==> src/rtl/wavp_pkg.sv <==
`default_nettype none

package wavp_pkg;

   // Four-character codes as they assemble little endian
   localparam logic [31:0] TAG_RIFF = 32'h4646_4952;
   localparam logic [31:0] TAG_WAVE = 32'h4556_4157;
   localparam logic [31:0] TAG_FMT  = 32'h2074_6D66;
   localparam logic [31:0] TAG_DATA = 32'h6174_6164;
   localparam logic [31:0] TAG_FACT = 32'h7463_6166;

   localparam logic [15:0] FORMAT_PCM  = 16'd1;
   localparam logic [31:0] FMT_MIN_LEN = 32'd16;
   localparam int          FMT_BYTES   = 16;

   // Parser phase, one-hot
   typedef enum logic [8:0] {
      PH_RIFF  = 9'b0_0000_0001,
      PH_RSIZE = 9'b0_0000_0010,
      PH_WAVE  = 9'b0_0000_0100,
      PH_HDR   = 9'b0_0000_1000,
      PH_SKIP  = 9'b0_0001_0000,
      PH_FMT   = 9'b0_0010_0000,
      PH_POST  = 9'b0_0100_0000,
      PH_FACT  = 9'b0_1000_0000,
      PH_DONE  = 9'b1_0000_0000
   } phase_type;

   typedef enum logic [2:0] {
      ST_OK        = 3'd0,
      ST_NOT_RIFF  = 3'd1,
      ST_NOT_WAVE  = 3'd2,
      ST_FMT_SMALL = 3'd3,
      ST_NOT_PCM   = 3'd4,
      ST_BAD_CHUNK = 3'd5,
      ST_TRUNC     = 3'd6
   } status_type;

   // One parse result
   typedef struct packed {
      logic [2:0]  status;
      logic [31:0] data_offset;
      logic [31:0] data_size;
      logic [15:0] channel_count;
      logic [31:0] sample_rate;
      logic [31:0] byte_rate;
      logic [15:0] block_align;
      logic [15:0] bits_per_sample;
   } result_type;

endpackage

`default_nettype wire

==> src/rtl/wavp_core.sv <==
`default_nettype none

module wavp_core
   import wavp_pkg::*;
(
   input  wire logic       clock,
   input  wire logic       reset,
   input  wire logic       step,       // one byte is consumed this cycle
   input  wire logic [7:0] file_byte,
   input  wire logic       end_of_file,
   output logic            emit,       // a result is produced by this byte
   output result_type      result
);

   phase_type   phase_ff, phase_in, ph_mid;
   logic [31:0] cnt_ff, cnt_in, cnt_inc;
   logic [31:0] pos_ff, pos_in;
   logic [31:0] tag_ff, tag_in;
   logic [31:0] len_ff, len_in;
   logic [7:0]  fmt_ff  [FMT_BYTES];
   logic [7:0]  fmt_nxt [FMT_BYTES];
   logic        fmt_we;
   logic        verdict;
   status_type  vstat;
   logic        fmt_seen;

   assign cnt_inc = cnt_ff + 32'd1;

   // Per-byte parse step
   always_comb begin
      ph_mid  = phase_ff;
      cnt_in  = cnt_ff;
      tag_in  = tag_ff;
      len_in  = len_ff;
      fmt_we  = 1'b0;
      verdict = 1'b0;
      vstat   = ST_OK;
      unique case (phase_ff)
         PH_RIFF, PH_RSIZE, PH_WAVE: begin
            tag_in = {file_byte, tag_ff[31:8]};
            cnt_in = cnt_inc;
            if (cnt_ff[1:0] == 2'd3) begin
               cnt_in = '0;
               if (phase_ff == PH_RIFF && tag_in != TAG_RIFF) begin
                  verdict = 1'b1;
                  vstat   = ST_NOT_RIFF;
               end else if (phase_ff == PH_WAVE && tag_in != TAG_WAVE) begin
                  verdict = 1'b1;
                  vstat   = ST_NOT_WAVE;
               end else if (phase_ff == PH_RIFF) begin
                  ph_mid = PH_RSIZE;
               end else if (phase_ff == PH_RSIZE) begin
                  ph_mid = PH_WAVE;
               end else begin
                  ph_mid = PH_HDR;
               end
            end
         end
         PH_HDR, PH_POST: begin
            if (!cnt_ff[2]) begin
               tag_in = {file_byte, tag_ff[31:8]};
            end else begin
               len_in = {file_byte, len_ff[31:8]};
            end
            cnt_in = cnt_inc;
            if (cnt_ff[2:0] == 3'd7) begin
               cnt_in = '0;
               if (phase_ff == PH_HDR) begin
                  if (tag_in == TAG_FMT) begin
                     if (len_in < FMT_MIN_LEN) begin
                        verdict = 1'b1;
                        vstat   = ST_FMT_SMALL;
                     end else begin
                        ph_mid = PH_FMT;
                     end
                  end else if (len_in != '0) begin
                     ph_mid = PH_SKIP;
                  end
               end else if (tag_in == TAG_DATA) begin
                  verdict = 1'b1;
                  vstat   = ST_OK;
               end else if (tag_in == TAG_FACT) begin
                  ph_mid = PH_FACT;
               end else begin
                  verdict = 1'b1;
                  vstat   = ST_BAD_CHUNK;
               end
            end
         end
         PH_SKIP: begin
            cnt_in = cnt_inc;
            if (cnt_inc == len_ff) begin
               cnt_in = '0;
               ph_mid = PH_HDR;
            end
         end
         PH_FMT: begin
            fmt_we = (cnt_ff[31:4] == '0);
            cnt_in = cnt_inc;
            if (cnt_inc == len_ff) begin
               cnt_in = '0;
               ph_mid = PH_POST;
               if ({fmt_nxt[1], fmt_nxt[0]} != FORMAT_PCM) begin
                  verdict = 1'b1;
                  vstat   = ST_NOT_PCM;
               end
            end
         end
         PH_FACT: begin
            cnt_in = cnt_inc;
            if (cnt_ff[1:0] == 2'd3) begin
               cnt_in = '0;
               ph_mid = PH_POST;
            end
         end
         PH_DONE: begin
         end
         default: begin
         end
      endcase
   end

   // Format bytes including the one written this cycle
   always_comb begin
      for (int i = 0; i < FMT_BYTES; i++) begin
         fmt_nxt[i] = fmt_ff[i];
      end
      if (fmt_we) begin
         fmt_nxt[cnt_ff[3:0]] = file_byte;
      end
   end

   // Verdict or truncation, and the result fields
   assign emit     = verdict || (end_of_file && phase_ff != PH_DONE);
   assign fmt_seen = (ph_mid == PH_POST) || (ph_mid == PH_FACT);

   always_comb begin
      result.status          = verdict ? vstat : ST_TRUNC;
      result.data_offset     = (verdict && vstat == ST_OK) ? pos_ff + 32'd1 : '0;
      result.data_size       = (verdict && vstat == ST_OK) ? len_in : '0;
      result.channel_count   = '0;
      result.sample_rate     = '0;
      result.byte_rate       = '0;
      result.block_align     = '0;
      result.bits_per_sample = '0;
      if (fmt_seen) begin
         result.channel_count   = {fmt_nxt[3], fmt_nxt[2]};
         result.sample_rate     = {fmt_nxt[7], fmt_nxt[6], fmt_nxt[5], fmt_nxt[4]};
         result.byte_rate       = {fmt_nxt[11], fmt_nxt[10], fmt_nxt[9], fmt_nxt[8]};
         result.block_align     = {fmt_nxt[13], fmt_nxt[12]};
         result.bits_per_sample = {fmt_nxt[15], fmt_nxt[14]};
      end
   end

   // Next control state; the last byte of a file rearms
   always_comb begin
      if (end_of_file) begin
         phase_in = PH_RIFF;
         pos_in   = '0;
      end else begin
         phase_in = verdict ? PH_DONE : ph_mid;
         pos_in   = pos_ff + 32'd1;
      end
   end

   always_ff @(posedge clock) begin
      if (reset) begin
         phase_ff <= PH_RIFF;
         cnt_ff   <= '0;
         pos_ff   <= '0;
      end else if (step) begin
         phase_ff <= phase_in;
         cnt_ff   <= end_of_file ? '0 : cnt_in;
         pos_ff   <= pos_in;
      end
   end

   // Payload: tag, length and format bytes
   always_ff @(posedge clock) begin
      if (step) begin
         tag_ff <= tag_in;
         len_ff <= len_in;
         for (int i = 0; i < FMT_BYTES; i++) begin
            fmt_ff[i] <= fmt_nxt[i];
         end
      end
   end

endmodule

`default_nettype wire

==> src/rtl/riff_wave_header_parser.sv <==
// RIFF/WAVE header parser.
// req channel: one file byte per transaction in file order (req_tdata), with
// req_tlast on the final byte of the file. rsp channel: one transaction per
// file carrying the status in rsp_tuser and the data chunk position and PCM
// format fields in rsp_tdata. A file whose last byte comes before a verdict
// gets a truncated status; bytes after a verdict are dropped up to tlast.
// Throughput: one byte per clock while the result register does not stay full
// with rsp_tready low. Each byte passes an input register, then the parse step
// and the result register, so the result of the byte that decides it shows on
// rsp_tvalid from the result register. The parse state updates once per byte,
// which sets the rate at one byte per clock when nothing stalls.
// While a result waits in the output register with rsp_tready low, one more
// byte can be held in the input register; the parser stalls only when that
// byte is ready to advance and the output register is still full.
// Reset (synchronous, active high) empties both registers and returns the
// parser to expect the RIFF tag of a new file.
`default_nettype none

module riff_wave_header_parser
   import wavp_pkg::*;
(
   input  wire logic         clock,
   input  wire logic         reset,
   input  wire logic         req_tvalid,
   output logic              req_tready,
   input  wire logic [7:0]   req_tdata,   // [7:0] file_byte
   input  wire logic         req_tlast,   // end_of_file
   output logic              rsp_tvalid,
   input  wire logic         rsp_tready,
   output logic [175:0]      rsp_tdata,   // [31:0] data_offset, [63:32] data_size,
                                          // [79:64] channel_count, [111:80] sample_rate,
                                          // [143:112] byte_rate, [159:144] block_align,
                                          // [175:160] bits_per_sample
   output logic [2:0]        rsp_tuser    // [2:0] status
);

   logic       in_valid_ff, in_valid_in;
   logic [7:0] in_byte_ff;
   logic       in_eof_ff;
   logic       out_valid_ff, out_valid_in;
   result_type out_ff;
   logic       core_step;
   logic       core_emit;
   result_type core_result;

   // Advance the held byte when the result slot is free or drains now
   assign core_step  = in_valid_ff && (!out_valid_ff || rsp_tready);
   assign req_tready = !in_valid_ff || core_step;

   wavp_core u_core (
      .clock       (clock),
      .reset       (reset),
      .step        (core_step),
      .file_byte   (in_byte_ff),
      .end_of_file (in_eof_ff),
      .emit        (core_emit),
      .result      (core_result)
   );

   // Input register
   assign in_valid_in = (req_tvalid && req_tready) ? 1'b1 :
                        (core_step ? 1'b0 : in_valid_ff);

   always_ff @(posedge clock) begin
      if (reset) begin
         in_valid_ff <= 1'b0;
      end else begin
         in_valid_ff <= in_valid_in;
      end
   end

   always_ff @(posedge clock) begin
      if (req_tvalid && req_tready) begin
         in_byte_ff <= req_tdata;
         in_eof_ff  <= req_tlast;
      end
   end

   // Result register
   assign out_valid_in = (core_step && core_emit) ? 1'b1 :
                         (rsp_tready ? 1'b0 : out_valid_ff);

   always_ff @(posedge clock) begin
      if (reset) begin
         out_valid_ff <= 1'b0;
      end else begin
         out_valid_ff <= out_valid_in;
      end
   end

   always_ff @(posedge clock) begin
      if (core_step && core_emit) begin
         out_ff <= core_result;
      end
   end

   assign rsp_tvalid = out_valid_ff;
   assign rsp_tuser  = out_ff.status;
   assign rsp_tdata  = {out_ff.bits_per_sample, out_ff.block_align, out_ff.byte_rate,
                        out_ff.sample_rate, out_ff.channel_count, out_ff.data_size,
                        out_ff.data_offset};

endmodule

`default_nettype wire

==> config.mk <==
export PLATFORM = sky130hd
export DESIGN_NAME = riff_wave_header_parser
export DESIGN_NICKNAME = d
export VERILOG_FILES = /design/src/rtl/wavp_pkg.sv /design/src/rtl/wavp_core.sv /design/src/rtl/riff_wave_header_parser.sv
export SDC_FILE = /design/constraint.sdc
export NUM_CORES = 1
export LEC_CHECK = 0
export BUFFER_PORTS_ARGS = -buffer_cell sky130_fd_sc_hd__buf_2
export CAP_MARGIN = 20
export CORE_MARGIN = 4
export CORE_UTILIZATION = 29
export DETAILED_ROUTE_END_ITERATION = 6
export SLEW_MARGIN = 20
export SYNTH_ARGS = -nofsm -noshare
export SYNTH_HDL_FRONTEND = slang
export SYNTH_SLANG_ARGS = --single-unit
==> constraint.sdc <==
create_clock -name clock -period 15.4 [get_ports clock]
set_input_delay 3.08 -clock clock [delete_from_list [all_inputs] [get_ports clock]]
set_output_delay 3.08 -clock clock [all_outputs]
set_load 0.01 [all_outputs]
* After elaboration in Yosys (flattened, before gate mapping)
Memories as Yosys holds them, arrays and structs flattened.
Index checks and enable logic that the tools add are counted.
W data, S select, Z words.
** Word-level totals
- Flip-flop bits (word level) :: 327
- Latch bits :: 0
- Memory bits (writable) :: 128
- Memory bits (read-only) :: 0
- Output and inout bits :: 181
- Word-level logic and storage cells :: 136
- Memories :: 1
** Memories
- u_core.fmt_ff :: words 16, width 8, read ports 16, clocked after memory_dff 0, write ports 16, line wavp_core.sv:20 : logic [7:0] fmt_ff [FMT_BYTES];
** Cells by class
- Add/subtract/negate cells :: 2
- $mul :: 0
- Div/mod/pow operators :: 0
- $lt $le $gt $ge :: 3
- Eq/ne operators :: 20
- Shifts and indexed selects :: 0
- Multiplexer cells :: 65
- Bitwise gates (word level) :: 1
- Reductions and logical operators :: 27
** Operator list (number)
- $mux W32 :: 10
- $mux W9 :: 16
- $bwmux W128 :: 1
- $mux W128 :: 1
- $pmux W32 S3 :: 1
- $add A32 B1 Y32 const B :: 2
- $eq A32 B31 Y1 const B :: 2
- $ne A32 B31 Y1 const B :: 2
- $pmux W32 S2 :: 1
- $pmux W9 S5 :: 1
- $demux W8 S4 :: 1
- $eq A32 B30 Y1 const B :: 1
- $eq A32 B32 Y1 :: 1
- $lt A32 B5 Y1 const B :: 1
- $reduce_bool A32 Y1 :: 1
- $logic_not A28 Y1 :: 1
- $mux W3 :: 9
- $eq A9 B7 Y1 const B :: 2
- $eq A9 B8 Y1 const B :: 2
- $mux W1 :: 18
- $ne A16 B1 Y1 const B :: 1
- $eq A9 B1 Y1 const B :: 1
- $eq A9 B2 Y1 const B :: 1
- $eq A9 B3 Y1 const B :: 1
- other kinds (24) :: 40

* Logic depth before layout (Yosys ltp)
Gate-level depths: netlist of run 1.
- Word-level depth :: 14
- Depth in mapped cells :: 17
- Mapped depth without buffers :: 12

* Cells and area by module
From an unflattened synthesis of run 1, not the netlist that was laid out.
** Unflattened totals
- Cells, all modules :: 1769
- Area total of the unflattened synthesis :: 22082.4 sq um
** By module, submodules not included
- wavp_core :: instances 1, cells an instance 1570, area each 16334.4 sq um, sequential area each 7226.9 sq um
- riff_wave_header_parser :: instances 1, cells an instance 199, area each 5748.0 sq um, sequential area each 5685.5 sq um

* Least setup slack after synthesis of run 1
No wires, ideal clock.
- Path kind :: input-to-reg
- Start :: input port rsp_tready
- End :: register out_ff, in the netlist rsp_tdata[0] (enable)
- Setup time :: 778 ps
- Arrival :: 12299 ps
- Path slack :: 2324 ps
- Stages on the path :: 5
- Buffers on the path :: 2
- Path through :: nand2b_1 > nand2_1 > clkbuf_1 > buf_1 > a21oi_1
** On the way
- Longest elaborated chain between the ends :: 3
** RTL lines
- from (decl) :: line riff_wave_header_parser.sv:29 : input wire logic rsp_tready,
- $logic_or A1 B1 Y1 :: line riff_wave_header_parser.sv:47 : assign core_step = in_valid_ff && (!out_valid_ff || rsp_tready);
- $logic_and A1 B1 Y1 :: line riff_wave_header_parser.sv:47
- $logic_and A1 B1 Y1 :: line riff_wave_header_parser.sv:92 : if (core_step && core_emit) begin
- to (signal assigned) :: line riff_wave_header_parser.sv:93 : out_ff <= core_result;
- to (decl) :: line riff_wave_header_parser.sv:41 : result_type out_ff;
Every way passes these cells.
A chain may end at the register's enable or synchronous reset.

* Worst setup path after layout of run 1
- Start :: register u_core.cnt_ff[4]
- End :: register out_ff, in the netlist rsp_tdata[51] (enable)
** On the way
- Longest elaborated chain between the ends :: 9
** RTL lines
- from (decl) :: line wavp_core.sv:16 : logic [31:0] cnt_ff, cnt_in, cnt_inc;
- from (signal assigned) :: line wavp_core.sv:173 : cnt_ff <= end_of_file ? '0 : cnt_in;
- branches (longest 5 deep; another with $add A32 B1 Y32)
- $mux W1 (*) :: line wavp_core.sv:100 : if (cnt_inc == len_ff) begin
- $pmux W1 S3 (*) :: line wavp_core.sv:38 : unique case (phase_ff)
- $logic_or A1 B1 Y1 (*) :: line wavp_core.sv:134 : assign emit = verdict || (end_of_file && phase_ff != PH_DONE);
- $logic_and A1 B1 Y1 (*) :: line riff_wave_header_parser.sv:92
Mark *: on every way between the ends.

==> results of run 1 <==
## cell usage after synthesis (all sizes together), types with 13 or more instances
library cell	number
and3	18
a21oi	76
o21ai	48
a22oi	17
or3	18
nor2b	14
buf	47
xor2	32
nor3	35
nand3	53
nand4	31
nor4	38
inv	23
dfxtp	75
a31oi	18
nor2	123
nand2	312
nor3b	119
clkbuf	99
edfxtp	380
mux2	129
o211ai	25
nor4b	15
or4	13
and2	17
xnor2	44
## registers in the layout, indices dropped and copies added (netlist names), 3 cells and up
signal           flops
u_core.cnt_ff       32
u_core.phase_ff      9
u_core.tag_ff       32
u_core.len_ff       32
u_core.pos_ff       32
in_byte_ff           8
rsp_tuser            3
rsp_tdata          176
u_core.fmt_ff      128
## metal layers
| layer | GRT usage | vias to the layer above |
|---|---|---|
| li1 | - | 7470 |
| met4 | 0.0350 | 0 |
| met2 | 0.247 | 593 |
| met5 | 0 | - |
| met1 | 0.203 | 7950 |
| met3 | 0.0345 | 92 |
## worst reg2reg max path: stages (launching register included)
cell and delay, ps:
dfxtp_1 570, nand4_1 600, or4_1 800, or3_1 490
mux2i_1 140, or4_1 560, or4b_1 720, o31a_1 350
buf_4 190, a21oi_4 420, buf_4 780, buf_4 930
## area by class of cell
class                   instances  area, µm²  share of cell area
diodes                          2       5.00            0.000193
clock buffers                  69       1400              0.0537
clock inverters                28        251             0.00968
inverters                      24       95.1             0.00366
multi-input cells            1325       8820               0.340
flip-flops and latches        455      12900               0.497
well taps                    1030       1290              0.0496
repair buffers                224       1200              0.0463
## through the flow
step / cells / setup WS (ps) / utilization / hold WS (ps)
global placement: 3058 / 8630 / 0.319 / 472
finish: 3157 / 8420 / 0.340 / 497
global route: 3155 / 7970 / 0.340 / 531
CTS: 3155 / 8380 / 0.340 / 498
floorplan: 1950 / 2320 / - / 461
detailed placement: 3058 / 8410 / 0.319 / 490
## logic make-up (layout without fill, tap and decap cells)
group | Yosys count | in the layout | share of synthesized area
and+or+nand+nor | 851 | 851 | 0.217
DFF | 455 | 455 | 0.575
AOI/OAI and AO/OA | 256 | 256 | 0.0737
buffers and inverters | 170 | 345 | 0.0331
muxes | 135 | 135 | 0.0674
xor gates and xnor gates | 76 | 76 | 0.0297
adders and majority gates | 7 | 7 | 0.00390
other | 0 | 2 | 0
## worst min path at each step
stage	endpoint	from	slack, ps
finish	u_core.pos_ff[11]$_SDFFE_PP0P_	u_core.pos_ff[11]$_SDFFE_PP0P_	500
CTS	u_core.pos_ff[11]$_SDFFE_PP0P_	u_core.pos_ff[11]$_SDFFE_PP0P_	500
floorplan	u_core.pos_ff[11]$_SDFFE_PP0P_	u_core.pos_ff[11]$_SDFFE_PP0P_	460
global route	u_core.pos_ff[11]$_SDFFE_PP0P_	u_core.pos_ff[11]$_SDFFE_PP0P_	530
global placement	u_core.pos_ff[11]$_SDFFE_PP0P_	u_core.pos_ff[11]$_SDFFE_PP0P_	470
detailed placement	u_core.pos_ff[11]$_SDFFE_PP0P_	u_core.pos_ff[11]$_SDFFE_PP0P_	490
## power by group through the flow
stage                     clock network (mW)  registers (mW)  logic, mW
final                                   1.21            1.37     0.0895
after CTS                               1.25            1.37     0.0918
after detailed placement                   0            1.39     0.0915
after global placement                     0            1.39     0.0898
after global routing                    1.29            1.37     0.0975
after floorplan                            0            1.40     0.0375
==> results.txt, run 1 <==
----------------------------------------------------
[Clock network]
  Clock tree from TritonCTS ... built
  CTS H-Tree Depth ... 2
  Clock buffers created by TritonCTS ... 52
  Number of buffers between clock root and the deepest sink ... 3
  Later-pin clock latency in the skew report ... 610 ps
  CTS Sinks ... 455
  Total setup buffers inserted after CTS ... 0
  Clock-pin transition on the worst setup and hold timing paths ... 60 ps
  Clk Tree Root Cell ... clkbuf_16
  Number of resized instances in the post-cts repair step ... 0
  Number of hold buffers added after cts ... 0

[Place]
  Number of port buffers ... 193
  Final weighted congestion in routability-driven placement ... 0.903
  DP Wirelength ... 42100 µm
  Placement Cell Area ... 24300 µm²

[Route]
  Drt total wl ... 64000 µm
  Starting DRT DRC Count ... 1394
  Average wire per standard cell ... 20.3 µm
  Met3 routed wirelength ... 4580 µm
  Final antenna-violating net count ... 0
  Final routed DRC violation total ... 0
  Routed length on met2 ... 29900 µm
  Total number of vias ... 16100
  Avg Vias per Cell ... 5.10
  DRT met1 WL ... 28200 µm
  Top routing layer in use ... met4
  Pre-Repair DR Iteration Count ... 6

[Synth]
  Share of synthesized registers carrying an async set or reset ... 0
  Proportion of synthesized chip area in sequential cells ... 0.575
  Synth top area cells ... edfxtp_1, dfxtp_1, mux2_2, nand2_1, nor3b_2
  Number of cells produced by synthesis ... 1950
  Yosys synthesis warning count ... 0
  Total standard cell area after synthesis ... 22400 µm²
  Share of Yosys cell area claimed by the top area cell type ... 0.508
  Number of flip-flops and latches in the synthesized netlist ... 455
  Number of enable-type register cells in the synthesized netlist ... 380
  Mean cell area of the mapped netlist ... 11.5 µm²
  Area leader, netlist ... edfxtp_1
  Post-synthesis cell type count ... 77
  Net count after synthesis ... 1970
  Primary FF master, synth ... edfxtp_1

[Worst setup path]
  Startpoint Class ... register
  Setup slack on the worst flop-to-flop path ... 8420 ps
  Cell with the largest stage delay on the worst path ... buf_4
  Top delay family on crit path ... simple AND/OR/NAND/NOR gates
  Critical-path cell list ... nand4_1 > or4_1 > or3_1 > mux2i_1 > or4_1 > or4b_1 > o31a_1 > buf_4 > a21oi_4 > buf_4 > buf_4
  Critical R2R Capture ... rsp_tdata[51]$_SDFFCE_PN0P_
  Worst Reg2Reg Path Length in Cells ... 11
  Capturing element type of the critical path ... register
  Cell repeated most along the worst path ... buf_4
  Worst path bufs/invs ... 3
  Reg-to-Reg Start ... u_core.cnt_ff[4]$_SDFFE_PP0P_
  WP data arrival ... 7200 ps
  Crit path from ... u_core.cnt_ff[4]$_SDFFE_PP0P_
  Largest stage delay, worst path ... 820 ps
  CP Data Required Time ... 15620 ps
  Crit Path Category ... reg -> reg
  Total stage count of the critical path ... 11
  Crit-path max FO ... 69
  Worst setup path end ... rsp_tdata[51]$_SDFFCE_PN0P_

[STA]
  Worst slew slack as a fraction of its limit ... 0.302
  Final Critical Period ... 6980 ps
  Clock Skews ... 21.8 ps
  Fraction of the cycle the final worst path needs ... 0.454
  RSZ-0062 raised after global routing ... no
  Final setup TNS ... 0 ps
  Transition time at the pin with the least slew margin ... 1040 ps
  Final setup vio count ... 0
  Number of slew-limit violations in the final report ... 0
  Fmax achieved ... 0.143 GHz
  Number of endpoints with negative hold slack in the final report ... 0

[Floorplanning]
  Die Y ... 286 µm
  Boundary pin count ... 194
  Die outline area ... 81900 µm²
  Die Wd ... 286 µm
  Number of rows in the core area ... 101
  Area of the placeable core ... 76300 µm²
  Initial Utilization ... 0.294

[Worst hold path]
  Path class of the lowest-slack min-delay path ... reg -> reg
  Hold Path Depth ... 2

[Flow run]
  Max-cap check violation count ... 0

[Power and ir drop]
  Leakage ... 7.77 nW
  Switching part of the total ... 0.230
  Combinational group share of total power ... 0.034
  Max rail drop VDD ... 0.0742 mV
  Switching power total ... 0.614 mW
  Relative contribution of the clock network to total power ... 0.454
  Overall power ... 2.67 mW
  Cell-internal power ... 2.05 mW
  Power density over cell area ... 103 nW/µm²
  Sequential fraction of design power ... 0.512

[Layout]
  Number of nets at the end of the flow ... 2102
  Count of filler cells inserted in the layout ... 7624
  Design area ... 26000 µm²
  Area grow syn2layout ... 15.7%
  Commonest non-fill, non-tap cells in the layout ... edfxtp_1, nand2_1, buf_2
  Layout cells sized above 1 ... 0.250
  Most frequent standard cell in the layout excluding fill and tap cells ... edfxtp_1

[Run status]
  Run status ... completed

[Global route]
  Global-route wire length before repair ... 97800 µm
  Grt total ovfl ... 0
  Global-route total usage across every layer ... 0.151
  Number of global-route vias before repair ... 15900
  Maximum number of pins on one net before global-route repair ... 85
  Antenna violations before repair ... 1

----------------------------------------------------
(Power assumes the default switching activity.)
==> run 2, diff against run 1 <==
Settings changed: ABC_AREA set to 1.
Clock period 15.4 ns to 6.3 ns, I/O delays scaled along.
==> run 2 against run 1 <==
Effect of this change:
- hold slack lost 17 ps
- worst setup slack worse by 6900 ps
- non-clock buffer count fell by 2
- global-route usage increased by 0.27 points
- first-iteration DRC count grew 29%
- register-to-register slack worse by 6900 ps
==> results.txt, run 2 <==
----------------------------------------------------
[Run status]
  Run status ... completed

[Floorplanning]
  Die Wd ... 298 µm (+4.2%)
  Boundary pin count ... 194 (unchanged)
  Area of the placeable core ... 83600 µm² (+9.5%)
  Number of rows in the core area ... 106 (+5.0%)
  Die outline area ... 88900 µm² (+8.5%)
  Die Y ... 298 µm (+4.2%)
  Initial Utilization ... 0.292 (-0.00193)

[Clock network]
  Number of resized instances in the post-cts repair step ... 0 (unchanged)
  Clock-pin transition on the worst setup and hold timing paths ... 60 ps (about the same)
  Number of hold buffers added after cts ... 0 (unchanged)
  Clock tree from TritonCTS ... built
  CTS H-Tree Depth ... 2 (unchanged)
  Total setup buffers inserted after CTS ... 0 (unchanged)
  Later-pin clock latency in the skew report ... 620 ps (about the same)
  CTS Sinks ... 455 (unchanged)
  Clock buffers created by TritonCTS ... 54 (+3.8%)
  Clk Tree Root Cell ... clkbuf_16
  Number of buffers between clock root and the deepest sink ... 3 (unchanged)

[Worst setup path]
  Reg-to-Reg Start ... u_core.cnt_ff[2]$_SDFFE_PP0P_
  WP data arrival ... 5070 ps (-2130 ps)
  Startpoint Class ... register
  Crit Path Category ... reg -> reg
  Cell with the largest stage delay on the worst path ... dfxtp_4
  Crit path from ... u_core.cnt_ff[2]$_SDFFE_PP0P_
  Largest stage delay, worst path ... 770 ps (-50 ps)
  Worst Reg2Reg Path Length in Cells ... 18 (+7)
  Top delay family on crit path ... simple AND/OR/NAND/NOR gates
  Setup slack on the worst flop-to-flop path ... 1560 ps (-6860 ps)
  CP Data Required Time ... 6630 ps (-8990 ps)
  Capturing element type of the critical path ... register
  Critical R2R Capture ... rsp_tdata[118]$_SDFFCE_PN0P_
  Crit-path max FO ... 57 (-17%)
  Worst path bufs/invs ... 2 (-1)
  Cell repeated most along the worst path ... nand2_1
  Critical-path cell list ... nand2_2 > nor2_4 > nand2_4 > nor2_2 > nand3_1 > nand2_1 > nand2_1 > nand2_1 > nor2_1 > nand2_1 > nor2_1 > nand3_1 > nor2_1 > o21ai_2 > nand2_2 > o21ai_0 > clkinvlp_4 > buf_12

[Worst hold path]
  Hold path start ... u_core.pos_ff[7]$_SDFFE_PP0P_
  Hold Path Depth ... 2 (unchanged)
  Path class of the lowest-slack min-delay path ... reg -> reg
  Endpoint of the worst hold-timing path ... u_core.pos_ff[7]$_SDFFE_PP0P_

[STA]
  Final Critical Period ... 4740 ps (-2240 ps)
  Clock Skews ... 34.3 ps (+12.5 ps)
  Worst slew slack as a fraction of its limit ... 0.284 (-0.0173)
  Number of slew-limit violations in the final report ... 0 (unchanged)
  Final setup vio count ... 0 (unchanged)
  Fraction of the cycle the final worst path needs ... 0.753 (+0.299)
  Fmax achieved ... 0.211 GHz (+47%)
  Worst-case hold slack ... 480 ps (-17.0 ps)
  Number of endpoints with negative hold slack in the final report ... 0 (unchanged)
  RSZ-0062 raised after global routing ... no
  Final setup TNS ... 0 ps (unchanged)
  Transition time at the pin with the least slew margin ... 1070 ps (+31.5 ps)

[Global route]
  Number of global-route vias before repair ... 18500 (+16%)
  Global-route wire length before repair ... 108000 µm (+11%)
  Global-route total usage across every layer ... 0.153 (+0.00274)
  Maximum number of pins on one net before global-route repair ... 75 (-12%)
  Grt total ovfl ... 0 (unchanged)
  Antenna violations before repair ... 0 (-1)

[Synth]
  Number of flip-flops and latches in the synthesized netlist ... 455 (unchanged)
  Share of Yosys cell area claimed by the top area cell type ... 0.467 (-0.0409)
  Primary FF master, synth ... edfxtp_1
  Mean cell area of the mapped netlist ... 8.81 µm² (-23%)
  Proportion of synthesized chip area in sequential cells ... 0.529 (-0.0463)
  Net count after synthesis ... 2790 (+42%)
  Number of enable-type register cells in the synthesized netlist ... 380 (unchanged)
  Area leader, netlist ... edfxtp_1
  Yosys synthesis warning count ... 0 (unchanged)
  Post-synthesis cell type count ... 47 (-39%)
  Number of cells produced by synthesis ... 2770 (+42%)
  List of most frequent post-synthesis cells ... nand2_1, edfxtp_1, inv_1, o21ai_0, nor2_1
  Total standard cell area after synthesis ... 24400 µm² (+8.8%)
  Share of synthesized registers carrying an async set or reset ... 0 (unchanged)
  Synth top area cells ... edfxtp_1, nand2_1, dfxtp_1, o21ai_0, inv_1
  Count leader, synth ... nand2_1

[Power and ir drop]
  Leakage ... 11.8 nW (+52%)
  Power density over cell area ... 256 nW/µm² (+150%)
  Overall power ... 7.24 mW (+170%)
  Max rail drop VDD ... 0.189 mV (+150%)

[Route]
  Starting DRT DRC Count ... 1799 (+29%)
  Average wire per standard cell ... 17.3 µm (-15%)
  Avg Vias per Cell ... 4.72 (-7.5%)
  Pre-Repair DR Iteration Count ... 7 (+1)
  Drt total wl ... 70200 µm (+9.7%)
  Final antenna-violating net count ... 0 (unchanged)
  Total number of vias ... 19200 (+19%)
  Final routed DRC violation total ... 0 (unchanged)

[Layout]
  Number of nets at the end of the flow ... 2957 (+41%)
  Most frequent standard cell in the layout excluding fill and tap cells ... nand2_1
  Number of diodes added for antenna fixing ... 0 (-2)
  Max reg flops ... 176 (unchanged)
  Layout cells sized above 1 ... 0.176 (-0.0738)
  Non-Filler Instances ... 4061 (+29%)
  Area grow syn2layout ... 16.0%
  Post-layout util ... 0.339 (-0.00131)
  Count of filler cells inserted in the layout ... 8648 (+13%)
  Commonest non-fill, non-tap cells in the layout ... nand2_1, edfxtp_1, inv_1

[Place]
  DP Wirelength ... 49000 µm (+16%)
  Cell count after placement ... 3960 (+29%)
  Number of port buffers ... 193 (unchanged)
  Final weighted congestion in routability-driven placement ... 0.947 (+4.9%)

[Flow run]
  Max-cap check violation count ... 0 (unchanged)

----------------------------------------------------
[run 2: changes by cell type in the layout (fill, tap and decap cells not counted), moves of 43 or more]
cell,delta
inv_1,+292
mux2_2,-129
nand2_1,+431
nand3_1,+95
nor2_1,+110
nor2_4,+84
nor3b_2,-43
o21ai_0,+217
[run 2: layout make-up]
cell class	instances	area [µm²]	area share
clock buffers	63	1400	0.0493
repair buffers	222	1280	0.0451
flip-flops and latches	455	12900	0.456
well taps	1080	1350	0.0477
multi-input cells	1871	9630	0.340
inverters	333	1260	0.0444
clock inverters	37	494	0.0174
[run 2: worst register-to-register path, cell delays in order (launching register included)]
cell and delay (ps):
dfxtp_4 770, nand2_2 140, nor2_4 320, nand2_4 160, nor2_2 270, nand3_1 150, nand2_1 120, nand2_1 50
nand2_1 130, nor2_1 70, nand2_1 110, nor2_1 70, nand3_1 170, nor2_1 70, o21ai_2 110, nand2_2 160
o21ai_0 440, clkinvlp_4 660, buf_12 420
[run 2: cell families after synthesis]
logic type / synth area share
compound gates: 0.0847
flops: 0.529
xor+xnor: 0.00969
buf+inv: 0.0783
fa+ha+maj: 0.00359
simple gates: 0.295
[run 2: worst max-delay path by stage]
| stage | end | slack (ps) | depth (start not counted) |
|---|---|---|---|
| floorplan | rsp_tdata[0]$_SDFFCE_PN0P_ | 110 | 7 |
| global placement | rsp_tdata[10]$_SDFFCE_PN0P_ | 1700 | 18 |
| detailed placement | rsp_tdata[14]$_SDFFCE_PN0P_ | 1580 | 18 |
| CTS | rsp_tdata[10]$_SDFFCE_PN0P_ | 1570 | 18 |
| global route | rsp_tdata[166]$_SDFFCE_PN0P_ | 1180 | 21 |
| finish | rsp_tdata[118]$_SDFFCE_PN0P_ | 1560 | 18 |
[run 2: through the flow]
| step | instance area [µm²] | worst slack [ps] |
|---|---|---|
| after floorplan | 24400 | 107 |
| final | 28300 | 1560 |
| after detailed placement | 26400 | 1580 |
| after global routing | 28300 | 1180 |
| after global placement | 26400 | 1700 |
| after CTS | 28300 | 1570 |
[run 2: layer usage]
layer | track usage | up-vias | wire, µm
met4 | 0.0439 | 0 | 1810
met3 | 0.0293 | 114 | 4460
met2 | 0.257 | 557 | 32800
met1 | 0.202 | 8951 | 31100
met5 | 0 | - | 0
li1 | - | 9535 | -
[run 2: power by group]
group | total [mW] | internal [mW] | switching, mW
clock | 3.34 | 2.01 | 1.34
combinational | 0.516 | 0.142 | 0.374
sequential | 3.38 | 3.34 | 0.0411
